===== src/design/assert_macros.svh =====
// Assertion macros shared by the crossover block's modules.
// Needs a clock named clock and an active-high reset named reset in the using scope.
`ifndef ASSERT_MACROS_SVH
`define ASSERT_MACROS_SVH

`ifndef SYNTHESIS

// Check prop at every rising edge of clk, off while rst is high.
`define ASSERT_AT(lbl, clk, rst, prop) \
   lbl: assert property (@(posedge clk) disable iff (rst) (prop)) \
      else $error("assertion failed");

// Same check, on the house clock and reset names.
`define ASSERT_CLK(lbl, prop) `ASSERT_AT(lbl, clock, reset, prop)

`else

`define ASSERT_AT(lbl, clk, rst, prop)
`define ASSERT_CLK(lbl, prop)

`endif

`endif


===== src/design/ocx_pkg.sv =====
// Types and fixed constants of the order crossover block.
// Used by ocx_ctrl, ocx_dp and order_crossover_with_inverse_tasks; depends on nothing.
`timescale 1ns / 1ps
`default_nettype none

package ocx_pkg;

   // fixed field widths
   localparam int TASK_W = 8;
   localparam int CFG_W  = 7;
   localparam int CSR_AW = 3;
   localparam int CSR_DW = 32;

   // register indexes (paddr bit 2)
   localparam logic CSR_EDGES = 1'b0;
   localparam logic CSR_ARCS  = 1'b1;

   typedef enum logic [1:0] {
      OP_LOAD_INV = 2'd0,
      OP_LOAD_P1  = 2'd1,
      OP_LOAD_P2  = 2'd2,
      OP_CROSS    = 2'd3
   } ocx_op_type;

   typedef struct packed {
      logic [1:0]        operation;
      logic [TASK_W-1:0] index;
      logic [TASK_W-1:0] value;
      logic [6:0]        cut_start;
      logic [6:0]        cut_end;
   } ocx_req_type;

   typedef struct packed {
      logic [TASK_W-1:0] child_task;
      logic [6:0]        position;
      logic              last;
      logic              status;
   } ocx_rsp_type;

   typedef enum logic [3:0] {
      ST_IDLE,
      ST_ERROR,
      ST_COPY_RD,
      ST_COPY_WR,
      ST_COPY_INV,
      ST_WALK_RD,
      ST_WALK_CHK,
      ST_WALK_INV,
      ST_EMIT_RD,
      ST_EMIT_WR
   } ocx_state_type;

   // controller -> datapath
   typedef struct packed {
      logic take;         // item accepted this cycle
      logic start_cross;  // valid cross accepted: reset marks and counters
      logic copy_wr;      // copy parent one entry into child, mark it
      logic copy_inv;     // mark inverse of copied task, advance
      logic walk_chk;     // test parent two entry, place it on a hit
      logic walk_inv;     // mark inverse of placed task, advance
      logic emit_wr;      // load child entry into the result register
      logic err_wr;       // load the error result
   } ocx_cmd_type;

   // datapath -> controller
   typedef struct packed {
      logic cross_ok;
      logic copy_last;
      logic walk_hit;
      logic walk_last;
      logic emit_last;
      logic out_free;
   } ocx_sts_type;

endpackage

`default_nettype wire


===== src/design/ocx_ctrl.sv =====
// Sequencer of the order crossover block: accepts items and steps a cross
// through copy, walk and emit phases. Depends on ocx_pkg and assert_macros.svh.
`timescale 1ns / 1ps
`default_nettype none
`include "assert_macros.svh"

module ocx_ctrl (
   input  wire logic                 clock,
   input  wire logic                 reset,
   input  wire logic                 req_valid,
   input  wire logic [1:0]           req_op,
   output logic                      req_stall,
   input  wire ocx_pkg::ocx_sts_type sts,
   output ocx_pkg::ocx_cmd_type      cmd
);
   import ocx_pkg::*;

   ocx_state_type state_ff, state_in;
   logic          cross_req;

   assign cross_req = req_valid && (req_op == OP_CROSS);

   // state register
   always_ff @(posedge clock) begin
      if (reset) begin
         state_ff <= ST_IDLE;
      end else begin
         state_ff <= state_in;
      end
   end

   // next state
   always_comb begin
      state_in = state_ff;
      case (state_ff)
         ST_IDLE: begin
            if (cross_req) begin
               state_in = sts.cross_ok ? ST_COPY_RD : ST_ERROR;
            end
         end
         ST_ERROR: begin
            if (sts.out_free) state_in = ST_IDLE;
         end
         ST_COPY_RD:  state_in = ST_COPY_WR;
         ST_COPY_WR:  state_in = ST_COPY_INV;
         ST_COPY_INV: state_in = sts.copy_last ? ST_WALK_RD : ST_COPY_RD;
         ST_WALK_RD:  state_in = ST_WALK_CHK;
         ST_WALK_CHK: begin
            if (sts.walk_hit) begin
               state_in = ST_WALK_INV;
            end else begin
               state_in = sts.walk_last ? ST_EMIT_RD : ST_WALK_RD;
            end
         end
         ST_WALK_INV: state_in = sts.walk_last ? ST_EMIT_RD : ST_WALK_RD;
         ST_EMIT_RD:  state_in = ST_EMIT_WR;
         ST_EMIT_WR: begin
            if (sts.out_free) state_in = sts.emit_last ? ST_IDLE : ST_EMIT_RD;
         end
         default: state_in = ST_IDLE;
      endcase
   end

   // outputs
   always_comb begin
      cmd       = '0;
      req_stall = 1'b1;
      case (state_ff)
         ST_IDLE: begin
            req_stall       = 1'b0;
            cmd.take        = req_valid;
            cmd.start_cross = cross_req && sts.cross_ok;
         end
         ST_ERROR:    cmd.err_wr   = sts.out_free;
         ST_COPY_WR:  cmd.copy_wr  = 1'b1;
         ST_COPY_INV: cmd.copy_inv = 1'b1;
         ST_WALK_CHK: cmd.walk_chk = 1'b1;
         ST_WALK_INV: cmd.walk_inv = 1'b1;
         ST_EMIT_WR:  cmd.emit_wr  = sts.out_free;
         default: begin
            cmd       = '0;
            req_stall = 1'b1;
         end
      endcase
   end

   // an accepted cross always leaves idle
   `ASSERT_CLK(a_cross_leaves_idle,
      (state_ff == ST_IDLE && cross_req) |=> (state_ff != ST_IDLE))
   // inverse marking in the walk follows a placed task only
   `ASSERT_CLK(a_walk_inv_after_hit,
      (state_ff == ST_WALK_INV) |-> ($past(state_ff) == ST_WALK_CHK && $past(sts.walk_hit)))
   // a blocked result waits in place
   `ASSERT_CLK(a_emit_waits,
      (state_ff == ST_EMIT_WR && !sts.out_free) |=> (state_ff == ST_EMIT_WR))

endmodule

`default_nettype wire


===== src/design/ocx_dp.sv =====
// Datapath of the order crossover block: inverse and parent memories, child
// buffer, used marks, walk counters and the result register. Depends on ocx_pkg.
`timescale 1ns / 1ps
`default_nettype none
`include "assert_macros.svh"

module ocx_dp #(
   parameter int MAX_SEQ     = 64,
   parameter int MAX_TASK_ID = 256
) (
   input  wire logic                  clock,
   input  wire logic                  reset,
   input  wire ocx_pkg::ocx_req_type  req_data,
   input  wire logic [6:0]            cfg_edges,
   input  wire logic [6:0]            cfg_arcs,
   input  wire ocx_pkg::ocx_cmd_type  cmd,
   output ocx_pkg::ocx_sts_type       sts,
   output logic                       rsp_valid,
   input  wire logic                  rsp_stall,
   output ocx_pkg::ocx_rsp_type       rsp_data
);
   import ocx_pkg::*;

   localparam int SEQ_AW = $clog2(MAX_SEQ);
   localparam int POS_W  = $clog2(MAX_SEQ + 1);
   localparam int INV_AW = $clog2(MAX_TASK_ID);
   localparam logic [8:0]        ID_LIMIT  = 9'(MAX_TASK_ID);
   localparam logic [TASK_W-1:0] SEQ_LIMIT = TASK_W'(MAX_SEQ);

   // memories
   logic [TASK_W-1:0] inv_mem   [MAX_TASK_ID];
   logic [TASK_W-1:0] p1_mem    [MAX_SEQ];
   logic [TASK_W-1:0] p2_mem    [MAX_SEQ];
   logic [TASK_W-1:0] child_mem [MAX_SEQ];

   logic [TASK_W-1:0]      inv_rd_ff, p1_rd_ff, p2_rd_ff, child_rd_ff;
   logic                   child_rd_vld_ff;
   logic [MAX_SEQ-1:0]     child_vld_ff;
   logic [MAX_TASK_ID-1:0] unused_ff;

   logic [SEQ_AW-1:0] pos_ff, i_ff, j_ff, cnt_ff;
   logic [POS_W-1:0]  q_ff, tau_ff;

   logic              rsp_valid_ff;
   ocx_rsp_type       rsp_ff;

   logic [7:0]        tau_sum;
   logic [POS_W-1:0]  tau_new, q_new;
   logic [SEQ_AW-1:0] start_new;
   logic              we_inv, we_p1, we_p2, we_child, step;
   logic [SEQ_AW-1:0] ld_addr, child_waddr;
   logic [TASK_W-1:0] child_wdata, inv_raddr, mark_id;
   logic              mark_en;

   function automatic logic id_ok(input logic [TASK_W-1:0] id);
      return {1'b0, id} < ID_LIMIT;
   endfunction

   // next position around a sequence of tau_ff entries
   function automatic logic [SEQ_AW-1:0] cyc_inc(input logic [SEQ_AW-1:0] x);
      return (POS_W'(x) + POS_W'(1) == tau_ff) ? '0 : x + SEQ_AW'(1);
   endfunction

   // task count and walk start of a new cross
   always_comb begin
      tau_sum   = {1'b0, cfg_edges} + {1'b0, cfg_arcs};
      tau_new   = POS_W'(tau_sum);
      q_new     = POS_W'(req_data.cut_end);
      start_new = (q_new == tau_new) ? '0 : SEQ_AW'(q_new);
   end

   // load decode
   assign ld_addr = SEQ_AW'(req_data.index - 8'd1);
   assign we_inv  = cmd.take && (req_data.operation == OP_LOAD_INV) && id_ok(req_data.index);
   assign we_p1   = cmd.take && (req_data.operation == OP_LOAD_P1)
                    && (req_data.index != 8'd0) && (req_data.index <= SEQ_LIMIT);
   assign we_p2   = cmd.take && (req_data.operation == OP_LOAD_P2)
                    && (req_data.index != 8'd0) && (req_data.index <= SEQ_LIMIT);

   // status, with the cut point check against the configured task count
   always_comb begin
      sts.cross_ok  = (tau_sum != 8'd0) && (tau_sum <= SEQ_LIMIT)
                      && (req_data.cut_start != 7'd0)
                      && (req_data.cut_end >= req_data.cut_start)
                      && ({1'b0, req_data.cut_end} <= tau_sum);
      sts.walk_hit  = id_ok(p2_rd_ff) && unused_ff[p2_rd_ff[INV_AW-1:0]];
      sts.copy_last = (POS_W'(pos_ff) + POS_W'(1) == q_ff);
      sts.walk_last = (POS_W'(cnt_ff) + POS_W'(1) == tau_ff);
      sts.emit_last = (POS_W'(pos_ff) + POS_W'(1) == tau_ff);
      sts.out_free  = !rsp_valid_ff || !rsp_stall;
   end

   // child write, inverse lookup and used marking
   always_comb begin
      we_child    = cmd.copy_wr || (cmd.walk_chk && sts.walk_hit);
      child_waddr = cmd.copy_wr ? pos_ff : j_ff;
      child_wdata = cmd.copy_wr ? p1_rd_ff : p2_rd_ff;
      inv_raddr   = cmd.walk_chk ? p2_rd_ff : p1_rd_ff;
      step        = (cmd.walk_chk && !sts.walk_hit) || cmd.walk_inv;
      mark_id     = '0;
      mark_en     = 1'b0;
      if (cmd.copy_wr) begin
         mark_id = p1_rd_ff;
      end else if (cmd.copy_inv) begin
         // an out of range task has inverse id zero
         mark_id = id_ok(p1_rd_ff) ? inv_rd_ff : '0;
      end else if (cmd.walk_chk) begin
         mark_id = p2_rd_ff;
      end else if (cmd.walk_inv) begin
         mark_id = inv_rd_ff;
      end
      if (cmd.copy_wr || cmd.copy_inv || cmd.walk_inv
          || (cmd.walk_chk && sts.walk_hit)) begin
         mark_en = id_ok(mark_id);
      end
   end

   // inverse table
   always_ff @(posedge clock) begin
      if (we_inv) inv_mem[req_data.index[INV_AW-1:0]] <= req_data.value;
      inv_rd_ff <= inv_mem[inv_raddr[INV_AW-1:0]];
   end

   // parent sequences
   always_ff @(posedge clock) begin
      if (we_p1) p1_mem[ld_addr] <= req_data.value;
      if (we_p2) p2_mem[ld_addr] <= req_data.value;
      p1_rd_ff <= p1_mem[pos_ff];
      p2_rd_ff <= p2_mem[i_ff];
   end

   // child buffer
   always_ff @(posedge clock) begin
      if (we_child) child_mem[child_waddr] <= child_wdata;
      child_rd_ff     <= child_mem[pos_ff];
      child_rd_vld_ff <= child_vld_ff[pos_ff];
   end

   // child entries never written since the cross read as zero
   always_ff @(posedge clock) begin
      if (reset || cmd.start_cross) begin
         child_vld_ff <= '0;
      end else if (we_child) begin
         child_vld_ff[child_waddr] <= 1'b1;
      end
   end

   // used marks, all free at reset and at each cross
   always_ff @(posedge clock) begin
      if (reset || cmd.start_cross) begin
         unused_ff <= '1;
      end else if (mark_en) begin
         unused_ff[mark_id[INV_AW-1:0]] <= 1'b0;
      end
   end

   // position counters
   always_ff @(posedge clock) begin
      if (cmd.start_cross) begin
         pos_ff <= SEQ_AW'(req_data.cut_start - 7'd1);
         q_ff   <= q_new;
         tau_ff <= tau_new;
         i_ff   <= start_new;
         j_ff   <= start_new;
         cnt_ff <= '0;
      end else begin
         if (cmd.copy_inv) pos_ff <= sts.copy_last ? '0 : pos_ff + SEQ_AW'(1);
         if (cmd.emit_wr)  pos_ff <= pos_ff + SEQ_AW'(1);
         if (step) begin
            i_ff   <= cyc_inc(i_ff);
            cnt_ff <= cnt_ff + SEQ_AW'(1);
         end
         if (cmd.walk_inv) j_ff <= cyc_inc(j_ff);
      end
   end

   // result register
   always_ff @(posedge clock) begin
      if (reset) begin
         rsp_valid_ff <= 1'b0;
      end else if (cmd.emit_wr || cmd.err_wr) begin
         rsp_valid_ff <= 1'b1;
      end else if (!rsp_stall) begin
         rsp_valid_ff <= 1'b0;
      end
   end

   always_ff @(posedge clock) begin
      if (cmd.err_wr) begin
         rsp_ff.child_task <= '0;
         rsp_ff.position   <= '0;
         rsp_ff.last       <= 1'b1;
         rsp_ff.status     <= 1'b1;
      end else if (cmd.emit_wr) begin
         rsp_ff.child_task <= child_rd_vld_ff ? child_rd_ff : '0;
         rsp_ff.position   <= 7'(POS_W'(pos_ff) + POS_W'(1));
         rsp_ff.last       <= sts.emit_last;
         rsp_ff.status     <= 1'b0;
      end
   end

   assign rsp_valid = rsp_valid_ff;
   assign rsp_data  = rsp_ff;

   // an error result closes its run
   `ASSERT_CLK(a_err_is_last, rsp_valid_ff |-> (!rsp_ff.status || rsp_ff.last))
   // copying stays inside the cut
   `ASSERT_CLK(a_copy_in_cut, cmd.copy_wr |-> (POS_W'(pos_ff) < q_ff))
   // walk pointers stay inside the sequence
   `ASSERT_CLK(a_walk_in_seq,
      cmd.walk_chk |-> (POS_W'(i_ff) < tau_ff && POS_W'(j_ff) < tau_ff))
   // a cross starts with every task free
   `ASSERT_CLK(a_marks_cleared, cmd.start_cross |=> (&unused_ff))

endmodule

`default_nettype wire


===== src/design/order_crossover_with_inverse_tasks.sv =====
// Order crossover block with inverse task exclusion: top level, CSR port.
// Depends on ocx_pkg, ocx_ctrl and ocx_dp.
//
// Usage: load items (operation 0..2) write the inverse table and the two
// parent sequences, one item per cycle while idle, and give no result.
// A cross item (operation 3) with cut points p..q yields tau = edges + arcs
// results, positions 1..tau in order, last set on the final one; bad cut
// points or a bad tau give a single result with status 1 and last 1.
// Steps: a cross is accepted in idle; each copied position is read, written
// into the child and its inverse marked; each parent two entry is read and
// checked, and a placed one has its inverse marked; each result is then read
// from the child buffer and loaded into the result register, waiting while
// the output is stalled. Every step waits on one registered read of the
// parent, inverse or child memory. req_stall stays high while a cross runs.
// A bad cross passes through the error state, which loads the error result.
// Reset clears the configuration registers, the used marks and the child
// buffer; the inverse and parent memories hold nothing until loaded.
// A stalled result is held in the output register and the sequence waits.
`timescale 1ns / 1ps
`default_nettype none

module order_crossover_with_inverse_tasks #(
   parameter int MAX_SEQ     = 64,
   parameter int MAX_TASK_ID = 256
) (
   input  wire logic                        clock,
   input  wire logic                        reset,
   input  wire logic                        req_valid,
   output logic                             req_stall,
   input  wire ocx_pkg::ocx_req_type        req_data,
   output logic                             rsp_valid,
   input  wire logic                        rsp_stall,
   output ocx_pkg::ocx_rsp_type             rsp_data,
   input  wire logic                        csr_psel,
   input  wire logic                        csr_penable,
   input  wire logic                        csr_pwrite,
   input  wire logic [ocx_pkg::CSR_AW-1:0]  csr_paddr,
   input  wire logic [ocx_pkg::CSR_DW-1:0]  csr_pwdata,
   output logic [ocx_pkg::CSR_DW-1:0]       csr_prdata,
   output logic                             csr_pready
);
   import ocx_pkg::*;

   logic [CFG_W-1:0] edges_ff, arcs_ff;
   logic             csr_wr;
   ocx_cmd_type      cmd;
   ocx_sts_type      sts;

   // configuration registers
   assign csr_pready = 1'b1;
   assign csr_wr     = csr_psel && csr_penable && csr_pwrite && csr_pready;

   always_ff @(posedge clock) begin
      if (reset) begin
         edges_ff <= '0;
         arcs_ff  <= '0;
      end else if (csr_wr) begin
         if (csr_paddr[2] == CSR_EDGES) edges_ff <= csr_pwdata[CFG_W-1:0];
         if (csr_paddr[2] == CSR_ARCS)  arcs_ff  <= csr_pwdata[CFG_W-1:0];
      end
   end

   assign csr_prdata = (csr_paddr[2] == CSR_ARCS) ? CSR_DW'(arcs_ff) : CSR_DW'(edges_ff);

   // sequencer
   ocx_ctrl u_ctrl (
      .clock     (clock),
      .reset     (reset),
      .req_valid (req_valid),
      .req_op    (req_data.operation),
      .req_stall (req_stall),
      .sts       (sts),
      .cmd       (cmd)
   );

   // storage and result path
   ocx_dp #(
      .MAX_SEQ     (MAX_SEQ),
      .MAX_TASK_ID (MAX_TASK_ID)
   ) u_dp (
      .clock     (clock),
      .reset     (reset),
      .req_data  (req_data),
      .cfg_edges (edges_ff),
      .cfg_arcs  (arcs_ff),
      .cmd       (cmd),
      .sts       (sts),
      .rsp_valid (rsp_valid),
      .rsp_stall (rsp_stall),
      .rsp_data  (rsp_data)
   );

endmodule

`default_nettype wire

===== config.mk =====
export PLATFORM = sky130hd
export DESIGN_NAME = order_crossover_with_inverse_tasks
export DESIGN_NICKNAME = d
export VERILOG_FILES = /design/src/design/ocx_pkg.sv /design/src/design/ocx_ctrl.sv /design/src/design/ocx_dp.sv /design/src/design/order_crossover_with_inverse_tasks.sv
export VERILOG_INCLUDE_DIRS = /design/src /design/src/design
export SDC_FILE = /design/constraint.sdc
export NUM_CORES = 2
export LEC_CHECK = 0
export ABC_AREA = 1
export BUFFER_PORTS_ARGS = -buffer_cell sky130_fd_sc_hd__buf_2
export CELL_PAD_IN_SITES_DETAIL_PLACEMENT = 0
export CELL_PAD_IN_SITES_GLOBAL_PLACEMENT = 1
export CORE_AREA = 10 10 560 562
export CTS_BUF_LIST = sky130_fd_sc_hd__clkbuf_8
export DETAILED_ROUTE_END_ITERATION = 16
export DIE_AREA = 0 0 570 572
export PLACE_DENSITY = 0.82
export SETUP_SLACK_MARGIN = 0.2
export SLEW_MARGIN = 20
export SYNTH_ARGS = -nofsm -noshare
export SYNTH_HDL_FRONTEND = slang
export SYNTH_SLANG_ARGS = --single-unit
export TNS_END_PERCENT = 100

===== constraint.sdc =====
create_clock -name clock -period 4.9 [get_ports clock]
set_clock_uncertainty 0.15 [all_clocks]
set_input_delay 0.49 -clock clock [delete_from_list [all_inputs] [get_ports clock]]
set_output_delay 0.49 -clock clock [all_outputs]
set_load 0.1 [all_outputs]

---- After elaboration in Yosys (flattened, before gate mapping) ----
Memories as Yosys holds them, arrays and structs flattened. A register that Yosys moved wholly into a read port is not among the register bits.
Index checks and enable logic that the tools add are counted.
word-level totals
  register bits ........................... 395
  RAM bits ................................ 3584
  bits of input ports ..................... 74
  output and inout bits ................... 52
  logic and storage cells ................. 165
  memories ................................ 4
operators by class
  $add $sub $neg .......................... 11
  $lt $le $gt $ge ......................... 10
  equal/unequal tests ..................... 22
  mux-type cells .......................... 56
  bitwise gates (word level) .............. 4
  reductions and logical operators ........ 41
memories
  memory          depth  width  read ports  clocked after Yosys merged registers in  wr ports  line          source
  u_dp.inv_mem    256    8      1           1                                        1         ocx_dp.sv:31  logic [TASK_W-1:0] inv_mem [MAX_TASK_ID];
  u_dp.child_mem  64     8      1           1                                        1         ocx_dp.sv:34  logic [TASK_W-1:0] child_mem [MAX_SEQ];
  u_dp.p1_mem     64     8      1           1                                        1         ocx_dp.sv:32  logic [TASK_W-1:0] p1_mem [MAX_SEQ];
  u_dp.p2_mem     64     8      1           1                                        1         ocx_dp.sv:33  logic [TASK_W-1:0] p2_mem [MAX_SEQ];
operators with widths
  cell                                                               number
  AND 256 bit                                                        1
  inverter 256 bit                                                   1
  two-way mux 6 bit                                                  12
  OR 64 bit                                                          1
  two-way mux 8 bit                                                  7
  equality test 7 bit                                                6
  case mux 4 bit (10 select lines)                                   1
  adder 6 x 1 -> 7 bit, second input constant                        4
  adder 6 x 1 -> 6 bit, second input constant                        4
  two-way mux 4 bit                                                  6
  two-way mux 1 bit                                                  22
  logical AND 1 bit                                                  19
  < comparator 8 x 9 -> 1 bit, second input constant                 2
  equality test 4 x 3 -> 1 bit, second input constant                4
  less-or-equal comparator 8 x 7 -> 1 bit, second input constant     2
  nonzero test 8 bit                                                 2
  < comparator 6 x 7 -> 1 bit, second input constant                 2
  subtractor 6 x 1 -> 6 bit, second input constant                   2
  adder 7 x 7 -> 8 bit                                               1
  binary-select mux 1 bit (select 8 bit)                             1
  demux 1 bit (select 8 bit)                                         1
  equality test 4 x 2 -> 1 bit, second input constant                2
  equality test 4 bit, second input constant                         2
  greater-or-equal comparator 8 x 1 -> 1 bit, second input constant  1
  22 further kinds                                                   38

---- Longest topological paths before layout ----
  word-level depth ........................ 13
  gate-level depth with buffers ........... 23
  mapped depth without buffers ............ 22

---- Modules after synthesis ----
A second synthesis with hierarchy kept.
unflattened totals
  cells, all modules ...................... 13305
  area total of the unflattened synthesis .. 160609.0 um^2
by module, submodules not included
  module                              times used  cells each  area each (um^2)  seq. area each (um^2)
  ocx_dp                              1           13093       159275.3          116131.4
  order_crossover_with_inverse_tasks  1           139         919.6             280.3
  ocx_ctrl                            1           73          414.1             80.1

---- Least setup slack after synthesis ----
Ideal clock, no wire load.
  path type ............................... flip-flop to flip-flop
  start ................................... register u_ctrl.state_ff[3]
  end ..................................... memory u_dp.child_mem[0][0], data pin
  library setup time ...................... 0.702 ns
  data arrival time ....................... 3.436 ns
  data required time ...................... 4.048 ns
  slack ................................... 0.612 ns
  stages on the path, launching flop included .. 7
  path buffers ............................ 2
  period minus slack after synthesis ...... 4.288 ns
  cells stage by stage .................... dfxtp_1 > nor2_1 > inv_1 > nor2_1 > buf_2 > clkbuf_1 > o21ai_0
on the way
  longest elaborated chain between the ends .. 3
ends and longest elaborated chain
  what                          line            source
  start: declaration            ocx_ctrl.sv:18  ocx_state_type state_ff, state_in;
  start signal: assignment      ocx_ctrl.sv:28  state_ff <= state_in;
  equality test 4 x 2 -> 1 bit  ocx_ctrl.sv:68  case (state_ff)
  two-way mux 1 bit             ocx_ctrl.sv:68
  two-way mux 8 bit             ocx_dp.sv:97    child_wdata = cmd.copy_wr ? p1_rd_ff : p2_rd_ff;
  net u_dp.child_wdata[0]       ocx_dp.sv:52    logic [TASK_W-1:0] child_wdata, inv_raddr, mark_id;
  end: declaration              ocx_dp.sv:34
The timed path passes the listed nets, and every way through them passes these cells.

---- Final worst setup path ----
  start ................................... register edges_ff[0]
  end ..................................... register u_dp.pos_ff[3], data pin
on the way
  longest elaborated chain between the ends .. 9
  elaborated cells between the ends (all ways) .. 11
  classes of those cells .................. add/sub (1); order compare (2); mux (2); reduce/logical (6)
ends and longest elaborated chain
  what                                                                           line                                      source
  start: declaration                                                             order_crossover_with_inverse_tasks.sv:44  logic [CFG_W-1:0] edges_ff, arcs_ff;
  start signal: assignment                                                       order_crossover_with_inverse_tasks.sv:58  if (csr_paddr[2] == CSR_EDGES) edges_ff <= csr_pwdata[CFG_W-1:0];
  adder 7 x 7 -> 8 bit *                                                         ocx_dp.sv:66                              tau_sum = {1'b0, cfg_edges} + {1'b0, cfg_arcs};
  less-or-equal comparator 8 x 7 -> 1 bit or nonzero test 8 bit (tied branches)  ocx_dp.sv:82                              sts.cross_ok = (tau_sum != 8'd0) && (tau_sum <= SEQ_LIMIT)
  logical AND 1 bit                                                              ocx_dp.sv:82
  logical AND 1 bit                                                              ocx_dp.sv:83                              && (req_data.cut_start != 7'd0)
  logical AND 1 bit                                                              ocx_dp.sv:84                              && (req_data.cut_end >= req_data.cut_start)
  logical AND 1 bit *                                                            ocx_dp.sv:85                              && ({1'b0, req_data.cut_end} <= tau_sum);
  logical AND 1 bit *                                                            ocx_ctrl.sv:72                            cmd.start_cross = cross_req && sts.cross_ok;
  two-way mux 2 bit *                                                            ocx_ctrl.sv:68
  two-way mux 6 bit *                                                            ocx_dp.sv:159                             if (cmd.start_cross) begin
  end signal: assignment                                                         ocx_dp.sv:160                             pos_ff <= SEQ_AW'(req_data.cut_start - 7'd1);
  end signal: assignment                                                         ocx_dp.sv:167                             if (cmd.copy_inv) pos_ff <= sts.copy_last ? '0 : pos_ff + SEQ_AW'(1);
  end signal: assignment                                                         ocx_dp.sv:168                             if (cmd.emit_wr) pos_ff <= pos_ff + SEQ_AW'(1);
  end: declaration                                                               ocx_dp.sv:41                              logic [SEQ_AW-1:0] pos_ff, i_ff, j_ff, cnt_ff;
Every way passes the cells marked *; elsewhere a longest branch is shown, timed or not.
A chain may end at the register's enable or synchronous reset.

==> impl_metrics.yaml <==
run_status:
  status: "finished, final reports clean"
die:
  start_util: 0.538
  core_um2: 302000
  die-area_um2: 326000
  ios: 126
  num_rows: 202
  die_w_um: 570
  die_h_um: 572
timing:
  layout_setup_ws_ps: 592
  rsz0062_at_grt: "false"
  slew_headroom: 0.258
  fmax_mhz: 232
  final-setup-viol-count: 0
  min_period_ps: 4310
  slew_viol_final: 0
  final.period_utilization: 0.879
  setup_tns_ps: 0
  hold_violations: 0
  worstMarginPinSlew_ps: 1110
cells_and_area:
  fin_nets: 14900
  syn2layout_area_growth_pct: 12.0
  stdcell_count: 19200
  n_fill_cell: 23900
  final_cell_area_um2: 182000
  layout-drive-gt1-share: 0.0974
cts:
  numCtsBuffers: 641
  cts_root_buf: "clkbuf_8"
  worstSkewPairLatency_ps: 1200
  clockBufferDepth: 4
  cts_tree: "done"
  htreeDepth: 6
  cts_num_sinks: 4011
  cts.clk_slew.worst_paths_ps: 60
setup_path:
  worst_setup_path_end_kind: "flip-flop"
  critPathMaxFanout: 3
  cp.required_ps: 5810
  path_class: "flip-flop to flip-flop"
  setup.worst_path.start_class: "flip-flop"
  arrival_ps: 5220
placed_design:
  dp.final_hpwl_um: 268000
  placed_area_um2: 170000
  numPortBuffers: 72
  dp_slack_ps: 635
  dpl.cell_count: 18000
  gp_congestion: 0.915
route:
  vias_per_cell: 5.99
  first_iter_violations: 14000
  drt-wirelength-per-cell_um: 23.9
  drc: 0
  wirelength_um: 459000
  dr.pass1.iters: 9
  ant_nets: 0
  vias: 115000
logic_synthesis:
  synth_top_area_frac: 0.668
  synth_top_area_cell: "edfxtp_1"
  synth-edff-count: 3616
  ys_seq_elements: 4011
  synth_area_per_cell_um2: 11.3
  synth.area.top_cells: "edfxtp_1 (67%), nand2_1 (6.6%), nor2_1 (5.4%)"
  netlist_area_um2: 163000
  ys.flop_type: "edfxtp_1"
  synth_cells: 14400
  synth_cell_types: 54
  ys_async_sr_fraction: 0
  yosys-top-cells-count: "edfxtp_1 (3,616), nand2_1 (2,842), nor2_1 (2,350), o21ai_0 (1,754), nand3_1 (1,111)"
  yosysWarnings: 0
  seq_area_frac_synth: 0.716
  yosysMostFrequentCell: "edfxtp_1"
power:
  peakVddDrop_uv: 304
  fin_total_pwr_mw: 66.5
  p_per_area_nw_per_um2: 365
  power.leakage_nw: 65.1
job:
  drv_cap: 0
grt:
  grt_max_degree: 187
  track_usage: 0.271
  antenna_found_initial: 20
  grt_pass1_vias: 111000
  grt_pass1_wl_um: 685000
  grt_overflow_total: 0
min_path:
  hp-class: "input port to flip-flop"
==> power breakdown <==
part	total, mW	internal, mW	leakage, nW	switching (mW)
clock network	26.9	13.4	6.96	13.4
registers	37.3	37.2	35.7	0.0345
logic	2.32	0.513	22.4	1.81
total	66.5	51.2	65.1	15.3
==> sequential cells by signal, summed over array words and instances, names as in the netlist, 6 cells and up <==
| name | flops |
|---|---|
| u_dp.rsp_data | 17 |
| u_dp.j_ff | 6 |
| u_dp.tau_ff | 7 |
| u_dp.child_mem | 512 |
| u_dp.p1_rd_ff | 8 |
| u_dp.q_ff | 7 |
| u_dp.i_ff | 6 |
| edges_ff | 7 |
| u_dp.cnt_ff | 6 |
| arcs_ff | 7 |
| u_dp.p2_mem | 512 |
| u_dp.child_rd_ff | 8 |
| u_dp.child_vld_ff | 64 |
| u_dp.inv_rd_ff | 8 |
| u_dp.p2_rd_ff | 8 |
| u_dp.p1_mem | 512 |
| u_dp.inv_mem | 2048 |
| u_dp.pos_ff | 6 |
| u_dp.unused_ff | 256 |
==> cell usage in the layout (no fill, tap or decap), types with 393 or more instances in the layout <==
cell type,n
buf_4,475
clkbuf_8,668
dfxtp_1,393
edfxtp_1,3616
inv_1,428
nand2_1,2833
nand3_1,1103
nor2_1,2347
o21ai_0,1744
o22ai_1,780
==> layout make-up <==
type | instances | area [µm²] | share of cell area
Antenna cell | 9 | 22.5 | 0.000124
Clock buffer | 668 | 9190 | 0.0505
Clock inverter | 481 | 2670 | 0.0147
Inverter | 211 | 853 | 0.00468
Multi-Input combinational cell | 9181 | 41500 | 0.228
Sequential cell | 4011 | 116000 | 0.640
Tap cell | 3978 | 4980 | 0.0273
Timing Repair Buffer | 709 | 6490 | 0.0356
==> kinds of logic after synthesis <==
group	share of synthesized area
xor+xnor	0.00237
compound gates	0.0911
buf+inv	0.0306
other cells	0.0000462
simple gates	0.157
flops	0.716
fa+ha+maj	0.00259
==> metrics by stage <==
stage | util | hold WS [ps]
floorplan | - | 276
global placement | 0.561 | 287
detailed placement | 0.561 | 289
CTS | 0.603 | 7.53
global route | 0.603 | 137
finish | 0.603 | 119
==> worst paths after layout <==
path,slack [ps],cells after the start,start,end
hold reg to reg,300,2,u_dp.unused_ff[16]$_SDFFE_PP1P_,u_dp.unused_ff[16]$_SDFFE_PP1P_
setup reg to reg,590,20,edges_ff[0]$_SDFFE_PP0P_,u_dp.pos_ff[3]$_DFFE_PP_
setup / recovery,590,20,edges_ff[0]$_SDFFE_PP0P_,u_dp.pos_ff[3]$_DFFE_PP_
hold / removal,120,6,req_data[28],u_dp.inv_mem[117][5]$_DFFE_PP_
==> worst max-delay path: stages (launching register included) <==
cell and delay, ps:
dfxtp_1 350, ha_1 220, inv_1 70, fa_1 410, o21ai_1 210, nand2_1 70
nand2_1 60, nand2_1 50, nand2_1 110, xnor2_1 100, ha_1 300, nand4_1 90
nor3b_1 240, nand2_1 70, o21ai_1 70, nand2_1 140, nor3_2 200, nand2_1 70
dlygate4sd3_1 560, o21ai_0 70, dlygate4sd3_1 560
==> metal layers <==
| metal | part of all wire | global-route usage |
|---|---|---|
| met2 | 0.45 | 0.414 |
| met3 | 0.11 | 0.0537 |
| met1 | 0.40 | 0.386 |
| met4 | 0.039 | 0.106 |
| met5 | 0.000078 | 0 |
==> timing repair <==
action / in CTS / in global routing
hold buffers: 76 / 0
gates resized for setup: 0 / 2
setup endpoints to repair: 0 / 1
buffers inserted: 0 / 0
hold endpoints to repair: 2019 / 0
Note: power is estimated with default switching activity, not from simulation.
